### src/sv/pccm_pkg.sv
package pccm_pkg;

    // default geometry of the watched window
    localparam int WINDOW_PAGES_DEF     = 65536;
    localparam int SAMPLES_PER_PAGE_DEF = 512;

    // fixed field widths
    localparam int PAGE_W      = 20;
    localparam int IDX_W       = 16;
    localparam int BYTE_W      = 8;
    localparam int POP_W       = 10;
    localparam int TICK_W      = 17;
    localparam int DROP_W      = 7;
    localparam int HASH_W      = 64;
    localparam int CFG_INDEX_W = 1;
    localparam int CFG_DATA_W  = 20;

    // 64-bit fnv-1a offset basis
    localparam logic [HASH_W-1:0] FNV_BASIS = 64'hCBF2_9CE4_8422_2325;

    localparam int PERCENT_SCALE = 100;
    localparam int FULL_PERCENT  = 90;

    localparam logic [DROP_W-1:0] PCT_MAX = DROP_W'(PERCENT_SCALE);
    localparam logic [TICK_W-1:0] TICK_MAX = {TICK_W{1'b1}};

    localparam logic [DROP_W-1:0] DROP_PERCENT_RST = 7'd25;
    localparam logic [PAGE_W-1:0] WINDOW_BASE_RST  = 20'd57344;

    // configuration register indexes
    localparam logic [CFG_INDEX_W-1:0] CFG_DROP_PERCENT = 1'd0;
    localparam logic [CFG_INDEX_W-1:0] CFG_WINDOW_BASE  = 1'd1;

    // result kinds
    localparam logic RK_PAGE = 1'b0;
    localparam logic RK_TICK = 1'b1;

    typedef enum logic [1:0] {
        REQ_SAMPLE   = 2'd0,
        REQ_UNMAPPED = 2'd1,
        REQ_TICK     = 2'd2
    } req_t;

    typedef enum logic [2:0] {
        EV_BASELINE   = 3'd0,
        EV_UNCHANGED  = 3'd1,
        EV_DEGRADED   = 3'd2,
        EV_REPLACED   = 3'd3,
        EV_FILLED     = 3'd4,
        EV_MINOR_DROP = 3'd5
    } page_event_t;

    typedef enum logic [1:0] {
        CLS_EMPTY   = 2'd0,
        CLS_PARTIAL = 2'd1,
        CLS_FULL    = 2'd2
    } page_class_t;

    typedef struct packed {
        logic [1:0]        req_type;
        logic [IDX_W-1:0]  page_index;
        logic [BYTE_W-1:0] sample_byte;
        logic              last_sample;
    } in_item_t;

    typedef struct packed {
        logic              result_kind;
        logic [PAGE_W-1:0] page_number;
        logic [2:0]        page_event;
        logic [1:0]        page_class;
        logic [POP_W-1:0]  populated_samples;
        logic [TICK_W-1:0] full_pages;
        logic [TICK_W-1:0] partial_pages;
        logic [TICK_W-1:0] empty_pages;
        logic [TICK_W-1:0] unmapped_pages;
        logic [PAGE_W-1:0] first_populated;
        logic [PAGE_W-1:0] last_populated;
        logic              extent_found;
    } out_item_t;

    function automatic int addr_width(input int pages);
        return (pages > 1) ? $clog2(pages) : 1;
    endfunction

    function automatic int count_width(input int samples);
        return $clog2(samples + 1);
    endfunction

    // one fnv-1a step: xor the byte in, multiply by 2^40 + 0x1b3
    function automatic logic [HASH_W-1:0] fnv_step(input logic [HASH_W-1:0] h,
                                                  input logic [BYTE_W-1:0] b);
        logic [HASH_W-1:0] x;
        x = h ^ HASH_W'(b);
        return (x << 40) + (x << 8) + (x << 7) + (x << 5) + (x << 4) + (x << 1) + x;
    endfunction

    function automatic logic [TICK_W-1:0] sat_inc(input logic [TICK_W-1:0] v);
        return (v < TICK_MAX) ? v + TICK_W'(1) : TICK_MAX;
    endfunction

endpackage

### src/sv/pccm_sample_stage.sv
module pccm_sample_stage #(
    parameter int WINDOW_PAGES     = pccm_pkg::WINDOW_PAGES_DEF,
    parameter int SAMPLES_PER_PAGE = pccm_pkg::SAMPLES_PER_PAGE_DEF
) (
    input  logic                                               clk,
    input  logic                                               rst_n,
    input  pccm_pkg::in_item_t                                 in_item,
    input  logic                                               in_accept,
    output logic                                               s1_ready,
    output logic                                               rd_en,
    output logic [pccm_pkg::addr_width(WINDOW_PAGES)-1:0]      rd_addr,
    input  logic                                               rd_seen,
    input  logic [pccm_pkg::count_width(SAMPLES_PER_PAGE)-1:0] rd_count,
    input  logic [pccm_pkg::HASH_W-1:0]                        rd_hash,
    output logic                                               wr_en,
    output logic [pccm_pkg::addr_width(WINDOW_PAGES)-1:0]      wr_addr,
    output logic [pccm_pkg::count_width(SAMPLES_PER_PAGE)-1:0] wr_count,
    output logic [pccm_pkg::HASH_W-1:0]                        wr_hash,
    output logic                                               s2_load,
    input  logic                                               s2_ready,
    output pccm_pkg::req_t                                     s2_req,
    output logic [pccm_pkg::IDX_W-1:0]                         s2_idx,
    output logic [pccm_pkg::count_width(SAMPLES_PER_PAGE)-1:0] s2_nz,
    output logic [pccm_pkg::HASH_W-1:0]                        s2_hash,
    output logic                                               s2_seen,
    output logic [pccm_pkg::count_width(SAMPLES_PER_PAGE)-1:0] s2_old_count,
    output logic [pccm_pkg::HASH_W-1:0]                        s2_old_hash
);
    import pccm_pkg::*;

    localparam int ADDR_W    = addr_width(WINDOW_PAGES);
    localparam int NZ_W      = count_width(SAMPLES_PER_PAGE);
    localparam int IDX_EXT_W = (ADDR_W > IDX_W) ? ADDR_W : IDX_W;
    localparam int RANGE_W   = ($clog2(WINDOW_PAGES + 1) > IDX_W + 1) ?
                               $clog2(WINDOW_PAGES + 1) : IDX_W + 1;
    localparam logic [NZ_W-1:0] NZ_SAT = NZ_W'(SAMPLES_PER_PAGE);

    logic              s1_valid_reg, s1_valid_next;
    in_item_t          s1_item_reg;
    logic              hit_reg;
    logic [NZ_W-1:0]   fwd_count_reg;
    logic [HASH_W-1:0] fwd_hash_reg;
    logic [HASH_W-1:0] run_hash_reg;
    logic [NZ_W-1:0]   run_nz_reg;

    logic                 in_is_sample, in_range, in_keep;
    logic [IDX_EXT_W-1:0] in_idx_ext, s1_idx_ext;
    logic                 s1_is_sample, s1_closes, s1_to_s2, s1_fire;
    logic [HASH_W-1:0]    hash_new;
    logic [NZ_W-1:0]      nz_new;

    assign in_is_sample = (in_item.req_type == REQ_SAMPLE);
    assign in_range     = (RANGE_W'(in_item.page_index) < RANGE_W'(WINDOW_PAGES));
    // out-of-window samples and unknown requests never enter the pipe
    assign in_keep      = in_is_sample ? in_range :
                          ((in_item.req_type == REQ_UNMAPPED) ||
                           (in_item.req_type == REQ_TICK));
    assign in_idx_ext   = IDX_EXT_W'(in_item.page_index);
    assign s1_idx_ext   = IDX_EXT_W'(s1_item_reg.page_index);

    assign s1_is_sample = (s1_item_reg.req_type == REQ_SAMPLE);
    assign s1_closes    = s1_is_sample && s1_item_reg.last_sample;
    assign s1_to_s2     = !s1_is_sample || s1_item_reg.last_sample;
    assign s1_fire      = s1_valid_reg && (!s1_to_s2 || s2_ready);
    assign s1_ready     = !s1_valid_reg || s1_fire;

    assign hash_new = fnv_step(run_hash_reg, s1_item_reg.sample_byte);
    assign nz_new   = ((s1_item_reg.sample_byte != '0) && (run_nz_reg < NZ_SAT)) ?
                      run_nz_reg + NZ_W'(1) : run_nz_reg;

    // table port: read at acceptance, write when a page closes
    assign rd_en    = in_accept && in_is_sample && in_range;
    assign rd_addr  = in_idx_ext[ADDR_W-1:0];
    assign wr_en    = s1_fire && s1_closes;
    assign wr_addr  = s1_idx_ext[ADDR_W-1:0];
    assign wr_count = nz_new;
    assign wr_hash  = hash_new;

    always_comb
    begin
        s1_valid_next = s1_valid_reg;
        if (in_accept)
        begin
            s1_valid_next = in_keep;
        end
        else if (s1_fire)
        begin
            s1_valid_next = 1'b0;
        end
    end

    always_ff @(posedge clk or negedge rst_n)
    begin
        if (!rst_n)
        begin
            s1_valid_reg <= 1'b0;
            hit_reg      <= 1'b0;
            run_hash_reg <= FNV_BASIS;
            run_nz_reg   <= '0;
        end
        else
        begin
            s1_valid_reg <= s1_valid_next;
            if (in_accept)
            begin
                // same-edge write to the entry being read: take the new data
                hit_reg <= wr_en && (wr_addr == rd_addr);
            end
            if (s1_fire && s1_is_sample)
            begin
                run_hash_reg <= s1_closes ? FNV_BASIS : hash_new;
                run_nz_reg   <= s1_closes ? '0 : nz_new;
            end
        end
    end

    always_ff @(posedge clk)
    begin
        if (in_accept)
        begin
            s1_item_reg   <= in_item;
            fwd_count_reg <= wr_count;
            fwd_hash_reg  <= wr_hash;
        end
    end

    assign s2_load      = s1_fire && s1_to_s2;
    assign s2_req       = req_t'(s1_item_reg.req_type);
    assign s2_idx       = s1_item_reg.page_index;
    assign s2_nz        = nz_new;
    assign s2_hash      = hash_new;
    assign s2_seen      = hit_reg ? 1'b1 : rd_seen;
    assign s2_old_count = hit_reg ? fwd_count_reg : rd_count;
    assign s2_old_hash  = hit_reg ? fwd_hash_reg : rd_hash;

endmodule

### config.mk
export PLATFORM = sky130hd
export DESIGN_NAME = pccm_sample_stage
export DESIGN_NICKNAME = d
export VERILOG_FILES = /design/src/sv/pccm_pkg.sv /design/src/sv/pccm_sample_stage.sv
export SDC_FILE = /design/constraint.sdc
export NUM_CORES = 1
export LEC_CHECK = 0
export ABC_CLOCK_PERIOD_IN_PS = 7050
export BUFFER_PORTS_ARGS = -buffer_cell sky130_fd_sc_hd__buf_4
export CAP_MARGIN = 20
export CORE_UTILIZATION = 48
export CTS_CLUSTER_SIZE = 24
export DETAILED_ROUTE_END_ITERATION = 10
export GPL_TIMING_DRIVEN = 0
export PLACE_DENSITY = 0.71
export SYNTH_ARGS = -nofsm -noshare
export SYNTH_HDL_FRONTEND = slang
export SYNTH_SLANG_ARGS = --single-unit
### constraint.sdc
create_clock -name clk -period 7.05 [get_ports clk]
set_input_delay 1.0575 -clock clk [delete_from_list [all_inputs] [get_ports clk]]
set_output_delay 1.0575 -clock clk [all_outputs]
set_load 0.1 [all_outputs]
==> impl_metrics.json <==
{
  "run_status": "finished with violations",
  "violations": "setup timing",
  "globalRoute.totalOverflow": 0,
  "placeable_area_um2": 38600,
  "crit_type": "flop to primary output",
  "reg2reg_to": "run_hash_reg[59]$_DFFE_PN1P_",
  "synthesis.nets": 2277,
  "synth-seq-area-share": 0.264,
  "dieHeight_um": 200,
  "fp.dieArea_um2": 40100,
  "tritoncts_clock_tree": "yes",
  "synth.ff_latch_count": 177,
  "cap_viol_max_count": 0,
  "critical_path_buf_inv_count": 9,
  "cp_data_required_time_ps": 5990,
  "final_layout_size_suffix_gt1_frac": 0.444,
  "finalHoldWorstSlack_ps": 466,
  "core.rowCount": 72,
  "grt_setup_unrepaired": "yes",
  "finalWorstSetupSlack_ps": -290,
  "fin_area_um2": 27100,
  "ys.flop_type": "sky130_fd_sc_hd__edfxtp_1",
  "pin_count": 383,
  "yosys_synthesis_warning_count": 0,
  "postPlaceCellArea_um2": 23300,
  "finalHoldViolCount": 0,
  "max_freq_mhz": 136,
  "final.period_utilization": 1.04,
  "final_gp_congestion": 0.922,
  "number_of_global_route_vias_before_repair": 15800,
  "synth_edf_count": 101,
  "number_of_optimization_iterations_in_the_first_detailed_route_pass": 7,
  "groute.usage.overall": 0.281,
  "critical_path.startpoint_type": "flop",
  "areaGrowthSynthToFinish_pct": 43.7,
  "postRouteAntennaNets": 0,
  "ctsHoldBuffers": 0,
  "post_drt_wl_per_cell_um": 19.5,
  "post_synth_main_area_contributors": "sky130_fd_sc_hd__fa_1 26%, sky130_fd_sc_hd__edfxtp_1 16%, sky130_fd_sc_hd__inv_1 7.9%",
  "start_util": 0.488,
  "synth_top_area_share": 0.260,
  "post_synth_num_cell_types": 80,
  "nFillCells": 2767,
  "syn-cell-area_um2": 18800,
  "critical_path_fanouts_max": 7,
  "routed-via-count": 15200,
  "postSynthAreaPerCell_um2": 10.4,
  "clock_latency_ps": 470,
  "slew_viol_final": 0,
  "pin_count_of_the_biggest_net_entering_global_routing": 77,
  "final.min_clock_period_ps": 7340,
  "numClockSinks": 177,
  "setup_viol": 32,
  "final_setup_tns_ps": -3840,
  "finClkSkew_ps": 17.2,
  "detail_route.vias_per_cell": 5.22,
  "layout.nets": 2842,
  "multi_input_comb_area_um2": 13100,
  "cts_inserted_buffers": 17,
  "timing.critical_path.arrival_ps": 6280,
  "cts.htree.levels": 4,
  "detailedRoute.firstIterationViolations": 730,
  "crit_top_cell": "sky130_fd_sc_hd__buf_6",
  "antenna_violations_before_repair": 1,
  "timing_worst_slew_pin_value_ps": 856,
  "netlist_instances": 1815,
  "ff2ff_setup_slack_ps": 1070,
  "seq_area_um2": 4970,
  "critPathTopFamily": "adder cells",
  "path_clk_slew_ps": 80,
  "regToRegStartpoint": "run_hash_reg[21]$_DFFE_PN1P_",
  "slew-limit-headroom": 0.429,
  "floorplan.die.width_um": 200,
  "cell_by_cell_trace_of_the_critical_path": "clkinvlp_4 > buf_6 > fa_1 > inv_1 > fa_1 > inv_2 > fa_1 > inv_1 > ha_1 > ha_1 > buf_6 > a21oi_4 > o21ai_2 > a211oi_2 > o211ai_1 > a211oi_4 > o311ai_4 > a221oi_4 > buf_6 > o21ai_4 > and3_4 > or2_4 > buf_6 > buf_12",
  "global_route_wire_length_before_repair_um": 86700,
  "worst-r2r-cell-count": 25,
  "yosys.area.top_type": "sky130_fd_sc_hd__fa_1",
  "max-clock-path-buffers": 2,
  "min-delay-path-class": "input port to asynchronous set/reset pin",
  "slowest_delay_ps": 570,
  "synth_async_sr_flop_share": 0.429,
  "post-route-drc-count": 0,
  "finalWirelength_um": 56800,
  "cell_with_the_largest_stage_delay_on_the_worst_path": "sky130_fd_sc_hd__dfstp_2",
  "root_buffer": "sky130_fd_sc_hd__clkbuf_16",
  "detailed_place_hpwl_um": 41900,
  "end_kind": "primary output",
  "placement.io_buffers": 382
}
## stage by stage
| stage | std cells | setup slack (ps) | util |
|---|---|---|---|
| 2_1_floorplan | 1815 | -260 | - |
| 3_3_place_gp | 2715 | -1100 | 0.602 |
| 3_5_place_dp | 2722 | -737 | 0.604 |
| 4_1_cts | 2848 | -261 | 0.669 |
| 5_1_grt | 2911 | -459 | 0.700 |
| 6_report | 2913 | -290 | 0.700 |
## cell usage in the layout (no fill, tap or decap), types with 41 or more instances in the layout
| cell | synthesis | final |
|---|---|---|
| sky130_fd_sc_hd__ha_1 | 111 | 82 |
| sky130_fd_sc_hd__nor2_1 | 57 | 53 |
| sky130_fd_sc_hd__buf_4 | 127 | 578 |
| sky130_fd_sc_hd__fa_1 | 245 | 239 |
| sky130_fd_sc_hd__mux2_2 | 75 | 75 |
| sky130_fd_sc_hd__buf_12 | 0 | 46 |
| sky130_fd_sc_hd__buf_6 | 2 | 56 |
| sky130_fd_sc_hd__a21oi_1 | 77 | 56 |
| sky130_fd_sc_hd__inv_1 | 397 | 368 |
| sky130_fd_sc_hd__nand2_1 | 87 | 80 |
| sky130_fd_sc_hd__a21o_1 | 41 | 41 |
| sky130_fd_sc_hd__edfxtp_1 | 101 | 101 |
| sky130_fd_sc_hd__dfrtp_1 | 48 | 46 |
| sky130_fd_sc_hd__o21ai_0 | 60 | 55 |
## kinds of logic after synthesis
group | Yosys count | share of synthesized area
AOI/OAI and AO/OA | 297 | 0.110
DFF | 177 | 0.264
adders and majority gates | 356 | 0.334
and+or+nand+nor | 239 | 0.0603
muxes | 76 | 0.0453
xor gates and xnor gates | 100 | 0.0469
buffers and inverters | 570 | 0.140
## cells in the mapped netlist, drive strengths merged, types with 5 or more instances
cell and number:
a2bb2oi 8, a21o 41, nand3 13, nand2 87, or2 6, edfxtp 101
mux2 75, o21ai 72, xnor2 75, fa 245, o21bai 17, ha 111
dfrtp 48, clkbuf 29, and3 13, inv 397, nor2 57, buf 144
nor2b 5, a41oi 5, and2 10, o211ai 5, dfstp 28, a31oi 9
a211oi 7, xor2 25, o21a 5, nor3 11, or3 5, nand4 17
a22o 15, a21oi 79
## worst max path at each step
stage,startpoint,end,slack (ps),depth (start not counted)
5_1_grt,run_hash_reg[21]$_DFFE_PN1P_,wr_hash[63],-460,24
3_3_place_gp,s1_item_reg[5]$_DFFE_PP_,wr_hash[60],-1100,20
3_5_place_dp,s1_item_reg[5]$_DFFE_PP_,wr_hash[60],-740,21
6_report,run_hash_reg[21]$_DFFE_PN1P_,wr_hash[63],-290,24
2_1_floorplan,s1_item_reg[1]$_DFFE_PP_,wr_hash[60],-260,17
4_1_cts,run_hash_reg[21]$_DFFE_PN1P_,wr_hash[56],-260,22
## timing repair
item	CTS	global route
setup endpoints to repair	79	65
setup buffers	99	66
gates resized for setup	245	154
pin swaps	66	63
endpoints found under the hold margin	0	0
## layout make-up
cell class	count	share of cell area
Clock buffer	18	0.0166
Multi-Input combinational cell	1068	0.483
Inverter	397	0.0577
Sequential cell	177	0.184
Timing Repair Buffer	554	0.181
Buffer	165	0.0471
Clock inverter	14	0.00744
Tap cell	518	0.0239
Antenna cell	2	0.000185
## layer usage
| metal | vias up | wire length (um) | track usage |
|---|---|---|---|
| met5 | - | 0 | 0 |
| met4 | 0 | 1940 | 0.108 |
| met3 | 114 | 2920 | 0.0462 |
| met2 | 546 | 30100 | 0.501 |
| met1 | 7696 | 21900 | 0.338 |
| li1 | 6842 | - | - |
Power is not shown: default switching activity piles up to over one toggle a cycle in this logic, so the estimate is an artifact.
