### config.mk
export PLATFORM = sky130hd
export DESIGN_NAME = pccm_classify
export DESIGN_NICKNAME = d
export VERILOG_FILES = /design/src/sv/pccm_pkg.sv /design/src/sv/pccm_classify.sv
export SDC_FILE = /design/constraint.sdc
export NUM_CORES = 1
export LEC_CHECK = 0
export ABC_AREA = 0
export BUFFER_PORTS_ARGS = -buffer_cell sky130_fd_sc_hd__buf_2
export CAP_MARGIN = 5
export CORE_AREA = 2 2 254 256
export DETAILED_ROUTE_END_ITERATION = 8
export DIE_AREA = 0 0 256 258
export HOLD_SLACK_MARGIN = 0.15
export PLACE_DENSITY_LB_ADDON = 0.25
export SETUP_SLACK_MARGIN = 0.1
export SLEW_MARGIN = 10
export SYNTH_ARGS = -nofsm -noshare
export SYNTH_HDL_FRONTEND = slang
export SYNTH_SLANG_ARGS = --single-unit
### constraint.sdc
create_clock -name clk -period 9 [get_ports clk]
set_clock_uncertainty 0.05 [all_clocks]
set_input_delay 2.25 -clock clk [delete_from_list [all_inputs] [get_ports clk]]
set_output_delay 2.25 -clock clk [all_outputs]
set_load 0.005 [all_outputs]
### src/sv/pccm_pkg.sv
package pccm_pkg;

    // default geometry of the watched window
    localparam int WINDOW_PAGES_DEF     = 65536;
    localparam int SAMPLES_PER_PAGE_DEF = 512;

    // fixed field widths
    localparam int PAGE_W      = 20;
    localparam int IDX_W       = 16;
    localparam int BYTE_W      = 8;
    localparam int POP_W       = 10;
    localparam int TICK_W      = 17;
    localparam int DROP_W      = 7;
    localparam int HASH_W      = 64;
    localparam int CFG_INDEX_W = 1;
    localparam int CFG_DATA_W  = 20;

    // 64-bit fnv-1a offset basis
    localparam logic [HASH_W-1:0] FNV_BASIS = 64'hCBF2_9CE4_8422_2325;

    localparam int PERCENT_SCALE = 100;
    localparam int FULL_PERCENT  = 90;

    localparam logic [DROP_W-1:0] PCT_MAX = DROP_W'(PERCENT_SCALE);
    localparam logic [TICK_W-1:0] TICK_MAX = {TICK_W{1'b1}};

    localparam logic [DROP_W-1:0] DROP_PERCENT_RST = 7'd25;
    localparam logic [PAGE_W-1:0] WINDOW_BASE_RST  = 20'd57344;

    // configuration register indexes
    localparam logic [CFG_INDEX_W-1:0] CFG_DROP_PERCENT = 1'd0;
    localparam logic [CFG_INDEX_W-1:0] CFG_WINDOW_BASE  = 1'd1;

    // result kinds
    localparam logic RK_PAGE = 1'b0;
    localparam logic RK_TICK = 1'b1;

    typedef enum logic [1:0] {
        REQ_SAMPLE   = 2'd0,
        REQ_UNMAPPED = 2'd1,
        REQ_TICK     = 2'd2
    } req_t;

    typedef enum logic [2:0] {
        EV_BASELINE   = 3'd0,
        EV_UNCHANGED  = 3'd1,
        EV_DEGRADED   = 3'd2,
        EV_REPLACED   = 3'd3,
        EV_FILLED     = 3'd4,
        EV_MINOR_DROP = 3'd5
    } page_event_t;

    typedef enum logic [1:0] {
        CLS_EMPTY   = 2'd0,
        CLS_PARTIAL = 2'd1,
        CLS_FULL    = 2'd2
    } page_class_t;

    typedef struct packed {
        logic [1:0]        req_type;
        logic [IDX_W-1:0]  page_index;
        logic [BYTE_W-1:0] sample_byte;
        logic              last_sample;
    } in_item_t;

    typedef struct packed {
        logic              result_kind;
        logic [PAGE_W-1:0] page_number;
        logic [2:0]        page_event;
        logic [1:0]        page_class;
        logic [POP_W-1:0]  populated_samples;
        logic [TICK_W-1:0] full_pages;
        logic [TICK_W-1:0] partial_pages;
        logic [TICK_W-1:0] empty_pages;
        logic [TICK_W-1:0] unmapped_pages;
        logic [PAGE_W-1:0] first_populated;
        logic [PAGE_W-1:0] last_populated;
        logic              extent_found;
    } out_item_t;

    function automatic int addr_width(input int pages);
        return (pages > 1) ? $clog2(pages) : 1;
    endfunction

    function automatic int count_width(input int samples);
        return $clog2(samples + 1);
    endfunction

    // one fnv-1a step: xor the byte in, multiply by 2^40 + 0x1b3
    function automatic logic [HASH_W-1:0] fnv_step(input logic [HASH_W-1:0] h,
                                                  input logic [BYTE_W-1:0] b);
        logic [HASH_W-1:0] x;
        x = h ^ HASH_W'(b);
        return (x << 40) + (x << 8) + (x << 7) + (x << 5) + (x << 4) + (x << 1) + x;
    endfunction

    function automatic logic [TICK_W-1:0] sat_inc(input logic [TICK_W-1:0] v);
        return (v < TICK_MAX) ? v + TICK_W'(1) : TICK_MAX;
    endfunction

endpackage

### src/sv/pccm_classify.sv
module pccm_classify #(
    parameter int SAMPLES_PER_PAGE = pccm_pkg::SAMPLES_PER_PAGE_DEF
) (
    input  logic                                               clk,
    input  logic                                               rst_n,
    input  logic [pccm_pkg::DROP_W-1:0]                        drop_percent,
    input  logic [pccm_pkg::PAGE_W-1:0]                        window_base_page,
    input  logic                                               s2_load,
    output logic                                               s2_ready,
    input  pccm_pkg::req_t                                     s2_req,
    input  logic [pccm_pkg::IDX_W-1:0]                         s2_idx,
    input  logic [pccm_pkg::count_width(SAMPLES_PER_PAGE)-1:0] s2_nz,
    input  logic [pccm_pkg::HASH_W-1:0]                        s2_hash,
    input  logic                                               s2_seen,
    input  logic [pccm_pkg::count_width(SAMPLES_PER_PAGE)-1:0] s2_old_count,
    input  logic [pccm_pkg::HASH_W-1:0]                        s2_old_hash,
    output logic                                               out_valid,
    input  logic                                               out_ready,
    output pccm_pkg::out_item_t                                out_item
);
    import pccm_pkg::*;

    localparam int NZ_W     = count_width(SAMPLES_PER_PAGE);
    localparam int PROD_W   = NZ_W + DROP_W;
    localparam int FULL_MIN = (SAMPLES_PER_PAGE * FULL_PERCENT + PERCENT_SCALE - 1) /
                              PERCENT_SCALE;

    logic              s2_valid_reg, s2_valid_next;
    req_t              s2_req_reg;
    logic [IDX_W-1:0]  s2_idx_reg;
    logic [NZ_W-1:0]   s2_nz_reg;
    logic [HASH_W-1:0] s2_hash_reg;
    logic              s2_seen_reg;
    logic [NZ_W-1:0]   s2_old_count_reg;
    logic [HASH_W-1:0] s2_old_hash_reg;

    logic              out_valid_reg, out_valid_next;
    out_item_t         out_item_reg, out_item_next;

    logic [TICK_W-1:0] full_reg, full_next;
    logic [TICK_W-1:0] partial_reg, partial_next;
    logic [TICK_W-1:0] empty_reg, empty_next;
    logic [TICK_W-1:0] unmapped_reg, unmapped_next;
    logic [IDX_W-1:0]  low_reg, low_next;
    logic [IDX_W-1:0]  high_reg, high_next;
    logic              any_reg, any_next;

    logic              has_result, out_can_load, s2_fire;
    page_class_t       page_cls;
    page_event_t       page_ev;
    logic [DROP_W-1:0] pct;
    logic [PROD_W-1:0] drop_lhs, drop_rhs;
    logic              degraded;

    assign has_result   = (s2_req_reg == REQ_SAMPLE) || (s2_req_reg == REQ_TICK);
    assign out_can_load = !out_valid_reg || out_ready;
    assign s2_fire      = s2_valid_reg && (!has_result || out_can_load);
    assign s2_ready     = !s2_valid_reg || s2_fire;

    // degrade test: (old - new) * 100 >= old * pct, pct capped at 100
    assign pct      = (drop_percent > PCT_MAX) ? PCT_MAX : drop_percent;
    assign drop_lhs = PROD_W'(s2_old_count_reg - s2_nz_reg) * PROD_W'(PCT_MAX);
    assign drop_rhs = PROD_W'(s2_old_count_reg) * PROD_W'(pct);
    assign degraded = (s2_nz_reg < s2_old_count_reg) && (drop_lhs >= drop_rhs);

    always_comb
    begin
        if (s2_nz_reg == '0)
        begin
            page_cls = CLS_EMPTY;
        end
        else if (s2_nz_reg >= NZ_W'(FULL_MIN))
        begin
            page_cls = CLS_FULL;
        end
        else
        begin
            page_cls = CLS_PARTIAL;
        end
    end

    always_comb
    begin
        priority if (!s2_seen_reg)
        begin
            page_ev = EV_BASELINE;
        end
        else if ((s2_nz_reg == s2_old_count_reg) && (s2_hash_reg == s2_old_hash_reg))
        begin
            page_ev = EV_UNCHANGED;
        end
        else if (degraded)
        begin
            page_ev = EV_DEGRADED;
        end
        else if (s2_nz_reg == s2_old_count_reg)
        begin
            page_ev = EV_REPLACED;
        end
        else if (s2_nz_reg > s2_old_count_reg)
        begin
            page_ev = EV_FILLED;
        end
        else
        begin
            page_ev = EV_MINOR_DROP;
        end
    end

    always_comb
    begin
        full_next     = full_reg;
        partial_next  = partial_reg;
        empty_next    = empty_reg;
        unmapped_next = unmapped_reg;
        low_next      = low_reg;
        high_next     = high_reg;
        any_next      = any_reg;
        out_item_next = '0;

        unique case (s2_req_reg)
            REQ_SAMPLE:
            begin
                if (page_cls == CLS_EMPTY)
                begin
                    empty_next = sat_inc(empty_reg);
                end
                else
                begin
                    if (!any_reg || (s2_idx_reg < low_reg))
                    begin
                        low_next = s2_idx_reg;
                    end
                    if (!any_reg || (s2_idx_reg > high_reg))
                    begin
                        high_next = s2_idx_reg;
                    end
                    any_next = 1'b1;
                    if (page_cls == CLS_FULL)
                    begin
                        full_next = sat_inc(full_reg);
                    end
                    else
                    begin
                        partial_next = sat_inc(partial_reg);
                    end
                end
                out_item_next.result_kind       = RK_PAGE;
                out_item_next.page_number       = window_base_page + PAGE_W'(s2_idx_reg);
                out_item_next.page_event        = page_ev;
                out_item_next.page_class        = page_cls;
                out_item_next.populated_samples = POP_W'(s2_nz_reg);
            end
            REQ_UNMAPPED:
            begin
                unmapped_next = sat_inc(unmapped_reg);
            end
            REQ_TICK:
            begin
                out_item_next.result_kind    = RK_TICK;
                out_item_next.full_pages     = full_reg;
                out_item_next.partial_pages  = partial_reg;
                out_item_next.empty_pages    = empty_reg;
                out_item_next.unmapped_pages = unmapped_reg;
                if (any_reg)
                begin
                    out_item_next.first_populated = window_base_page + PAGE_W'(low_reg);
                    out_item_next.last_populated  = window_base_page + PAGE_W'(high_reg);
                    out_item_next.extent_found    = 1'b1;
                end
                full_next     = '0;
                partial_next  = '0;
                empty_next    = '0;
                unmapped_next = '0;
                low_next      = '0;
                high_next     = '0;
                any_next      = 1'b0;
            end
            default:
            begin
                out_item_next = '0;
            end
        endcase
    end

    always_comb
    begin
        s2_valid_next = s2_valid_reg;
        if (s2_load)
        begin
            s2_valid_next = 1'b1;
        end
        else if (s2_fire)
        begin
            s2_valid_next = 1'b0;
        end

        out_valid_next = out_valid_reg;
        if (s2_fire && has_result)
        begin
            out_valid_next = 1'b1;
        end
        else if (out_ready)
        begin
            out_valid_next = 1'b0;
        end
    end

    always_ff @(posedge clk or negedge rst_n)
    begin
        if (!rst_n)
        begin
            s2_valid_reg  <= 1'b0;
            out_valid_reg <= 1'b0;
            full_reg      <= '0;
            partial_reg   <= '0;
            empty_reg     <= '0;
            unmapped_reg  <= '0;
            low_reg       <= '0;
            high_reg      <= '0;
            any_reg       <= 1'b0;
        end
        else
        begin
            s2_valid_reg  <= s2_valid_next;
            out_valid_reg <= out_valid_next;
            if (s2_fire)
            begin
                full_reg     <= full_next;
                partial_reg  <= partial_next;
                empty_reg    <= empty_next;
                unmapped_reg <= unmapped_next;
                low_reg      <= low_next;
                high_reg     <= high_next;
                any_reg      <= any_next;
            end
        end
    end

    always_ff @(posedge clk)
    begin
        if (s2_load)
        begin
            s2_req_reg       <= s2_req;
            s2_idx_reg       <= s2_idx;
            s2_nz_reg        <= s2_nz;
            s2_hash_reg      <= s2_hash;
            s2_seen_reg      <= s2_seen;
            s2_old_count_reg <= s2_old_count;
            s2_old_hash_reg  <= s2_old_hash;
        end
        if (s2_fire && has_result)
        begin
            out_item_reg <= out_item_next;
        end
    end

    assign out_valid = out_valid_reg;
    assign out_item  = out_item_reg;

endmodule

==> impl_metrics.yaml <==
cts:
  cts_buffers: 49
  clock-root-buffer: "clkbuf_16"
  cts_resized: 0
  clk_latency_ns: 0.61
  cts_setup_buffers: 0
  cts_sinks: 415
  hold_buffers: 0
  clockBufferDepth: 3
  cts_tree: "done"
  cts.clk_slew.worst_paths_ns: 0.06
  htree_levels: 2
final_layout:
  final_util_pct: 44.3
  mostFrequentLayoutCells: "342 x buf_2, 312 x edfxtp_1, 174 x ha_1"
  layout.cells.non_filler: 3344
  multiInputGateArea_um2: 11000
  largest_reg_flops: 145
  nets: 2874
  fillerInstances: 6039
  design_area_um2: 28200
  syn2layout_area_growth_pct: 18.2
  final_common_cell: "buf_2"
  diodes: 0
  drive_gt1_share_pct: 18.4
  register_area_um2: 11900
floorplan:
  std_cell_rows: 93
  io_pins: 345
  initial_core_util_pct: 37.4
  dieWidth_um: 256
  die_y_um: 258
  die-area_um2: 66000
  fp.coreArea_um2: 63600
pwr:
  total_power_mw: 7.66
  vdd_drop_max_v: 0.000208
  p_leak_nw: 12.0
  p_per_area_nw_per_um2: 272
status:
  outcome: "completed"
global_routing:
  use_met3_pct: 4.59
  antenna_found_initial: 8
  grt_util_met2_pct: 30.1
  grt_first_pass_wirelength_um: 95800
  busiest_layer: "met2"
  grt_max_degree: 103
  grt-ovfl-total: 0
  grt_pass1_vias: 17400
  grt_usage_pct: 18.2
  met1_usage_pct: 23.8
detailed_routing:
  first_iter_violations: 1097
  ant_nets: 0
  routed_via_density: 5.24
  firstDrtPassIters: 5
  drt_wl_total_um: 60500
  drc: 0
  vias: 17500
  avgRoutedWirePerCell_um: 18.1
yosys:
  syn_area_um2: 23800
  synth_seq_cells: 415
  yosysWarnings: 0
  synth_top_area_cell: "edfxtp_1"
  synth_top_area_share_pct: 39.3
  synth_async_sr_flop_share_pct: 24.8
  synth_nets: 2538
  ys_top_cells_by_area: "edfxtp_1 39%, dfrtp_1 11%, ha_1 9.2%, fa_1 4.5%, and2_1 2.9%"
  syn_avg_cell_area_um2: 11.3
  seq_area_frac_synth_pct: 50.1
  synth_edf_count: 312
  syn_inst: 2112
  ys.flop_type: "edfxtp_1"
  yosysUniqueCellTypes: 71
setup_path:
  cp_data_required_time_ns: 9.29
  rr_startpoint: "s2_old_count_reg[0]"
  timing.rr.end: "out_item[122]"
  r2r_setup_slack_ns: 2.47
  end_kind: "flop"
  crit_path_end: "out_item[122]"
  start_kind: "input pin"
  critical_path_arrival_ns: 8.48
  crit_start: "drop_percent[5]"
  cp_max_fo: 14
  setup.worst_path.class: "input pin to flop"
  reg2regPathDepth: 22
sta:
  drv_slew: 0
  finalSetupViolations: 0
  rsz0062_at_grt: "false"
  period_share_pct: 91.0
  setup-tns-final_ns: 0
  final.min_clock_period_ns: 8.19
  worst_slack_ns: 0.811
  hold_viol: 0
  worst_pin_slew_ns: 1.13
  max_freq_ghz: 0.122
  whs_ns: 0.454
  slew_headroom_pct: 24.2
place:
  numPortBuffers: 344
  placed_area_um2: 26500
  place_inst: 3252
  post-place-ws_ns: 0.335
  gp_congestion: 0.905
  dp_hpwl_um: 44900
min_path:
  worstHoldPathType: "flop to flop"
job:
  drv_cap: 0
[Yosys cell counts, types with 6 or more instances]
| cell type | n |
|---|---|
| xor2_1 | 59 |
| nand2_1 | 116 |
| edfxtp_1 | 312 |
| a21o_1 | 35 |
| o21ai_0 | 51 |
| or2_2 | 9 |
| a211oi_1 | 12 |
| nor2b_1 | 26 |
| nand4_1 | 25 |
| o311ai_0 | 18 |
| o21a_1 | 19 |
| o211ai_1 | 11 |
| o22a_1 | 41 |
| clkbuf_1 | 64 |
| inv_1 | 162 |
| a311o_1 | 16 |
| a31o_2 | 7 |
| xnor2_1 | 58 |
| nor3_1 | 33 |
| buf_2 | 7 |
| a21oi_1 | 118 |
| mux2i_1 | 22 |
| ha_1 | 175 |
| and3_1 | 51 |
| o31ai_1 | 10 |
| fa_1 | 53 |
| nand3_1 | 51 |
| or3_1 | 7 |
| a41oi_1 | 20 |
| o21bai_1 | 6 |
| nand2b_1 | 40 |
| a31oi_1 | 35 |
| dfrtp_1 | 103 |
| and2_1 | 112 |
| nor2_1 | 128 |
| nor4_1 | 33 |
[how the worst min path moves through the flow]
stage / start / end / slack (ns) / cells past startpoint
3_5_place_dp: empty_reg[7] / empty_reg[7] / 0.44 / 2
2_1_floorplan: partial_reg[11] / partial_reg[11] / 0.42 / 1
6_report: empty_reg[7] / empty_reg[7] / 0.45 / 2
4_1_cts: empty_reg[7] / empty_reg[7] / 0.46 / 2
3_3_place_gp: partial_reg[7] / partial_reg[7] / 0.44 / 1
5_1_grt: partial_reg[7] / partial_reg[7] / 0.50 / 1
[logic make-up after synthesis]
logic type | share of synthesized area (%)
AND/OR/NAND/NOR | 13.9
XOR/XNOR | 4.39
multiplexers | 0.924
flip-flops | 50.1
AO/OA/AOI/OAI | 13.2
buffers and inverters | 3.74
adder cells (fa/ha/maj) | 13.6
[metal layers]
layer | routed length, um | vias to the layer above
li1 | - | 8422
met1 | 26400 | 8496
met2 | 28600 | 480
met3 | 4170 | 101
met4 | 1280 | 12
met5 | 75 | -
[critical path, stage by stage]
cell and delay [ns]:
buf_2 0.18, a21boi_1 0.59, nand2_1 0.16, fa_1 0.49, fa_1 0.55, inv_1 0.06, fa_1 0.53, inv_1 0.06
fa_1 0.54, inv_1 0.04, ha_1 0.33, o21a_1 0.20, a21oi_1 0.19, o21ai_0 0.20, o21a_1 0.24, or2_2 0.29
ha_1 0.28, nand2_1 0.09, o21ai_0 0.10, nor4_1 0.23, a21oi_1 0.08, o41ai_1 0.48, o21ai_1 0.16, nor2b_1 0.15
[layout make-up]
class	count	share of cell area (%)
clock buffer	62	4.63
clock inverter	30	1.38
inverter	162	2.18
multi-input combinational	1462	39.1
sequential	415	42.4
tap	855	3.80
timing repair buffer	358	6.52
[report_power, final]
group / internal, mW / switching (mW) / leakage [nW]
Combinational: 1.34 / 1.76 / 6.79
Sequential: 2.30 / 0.196 / 4.35
Clock: 1.24 / 0.827 / 0.813
Total: 4.88 / 2.78 / 12.0
Note: power is estimated with default switching activity, not from simulation.
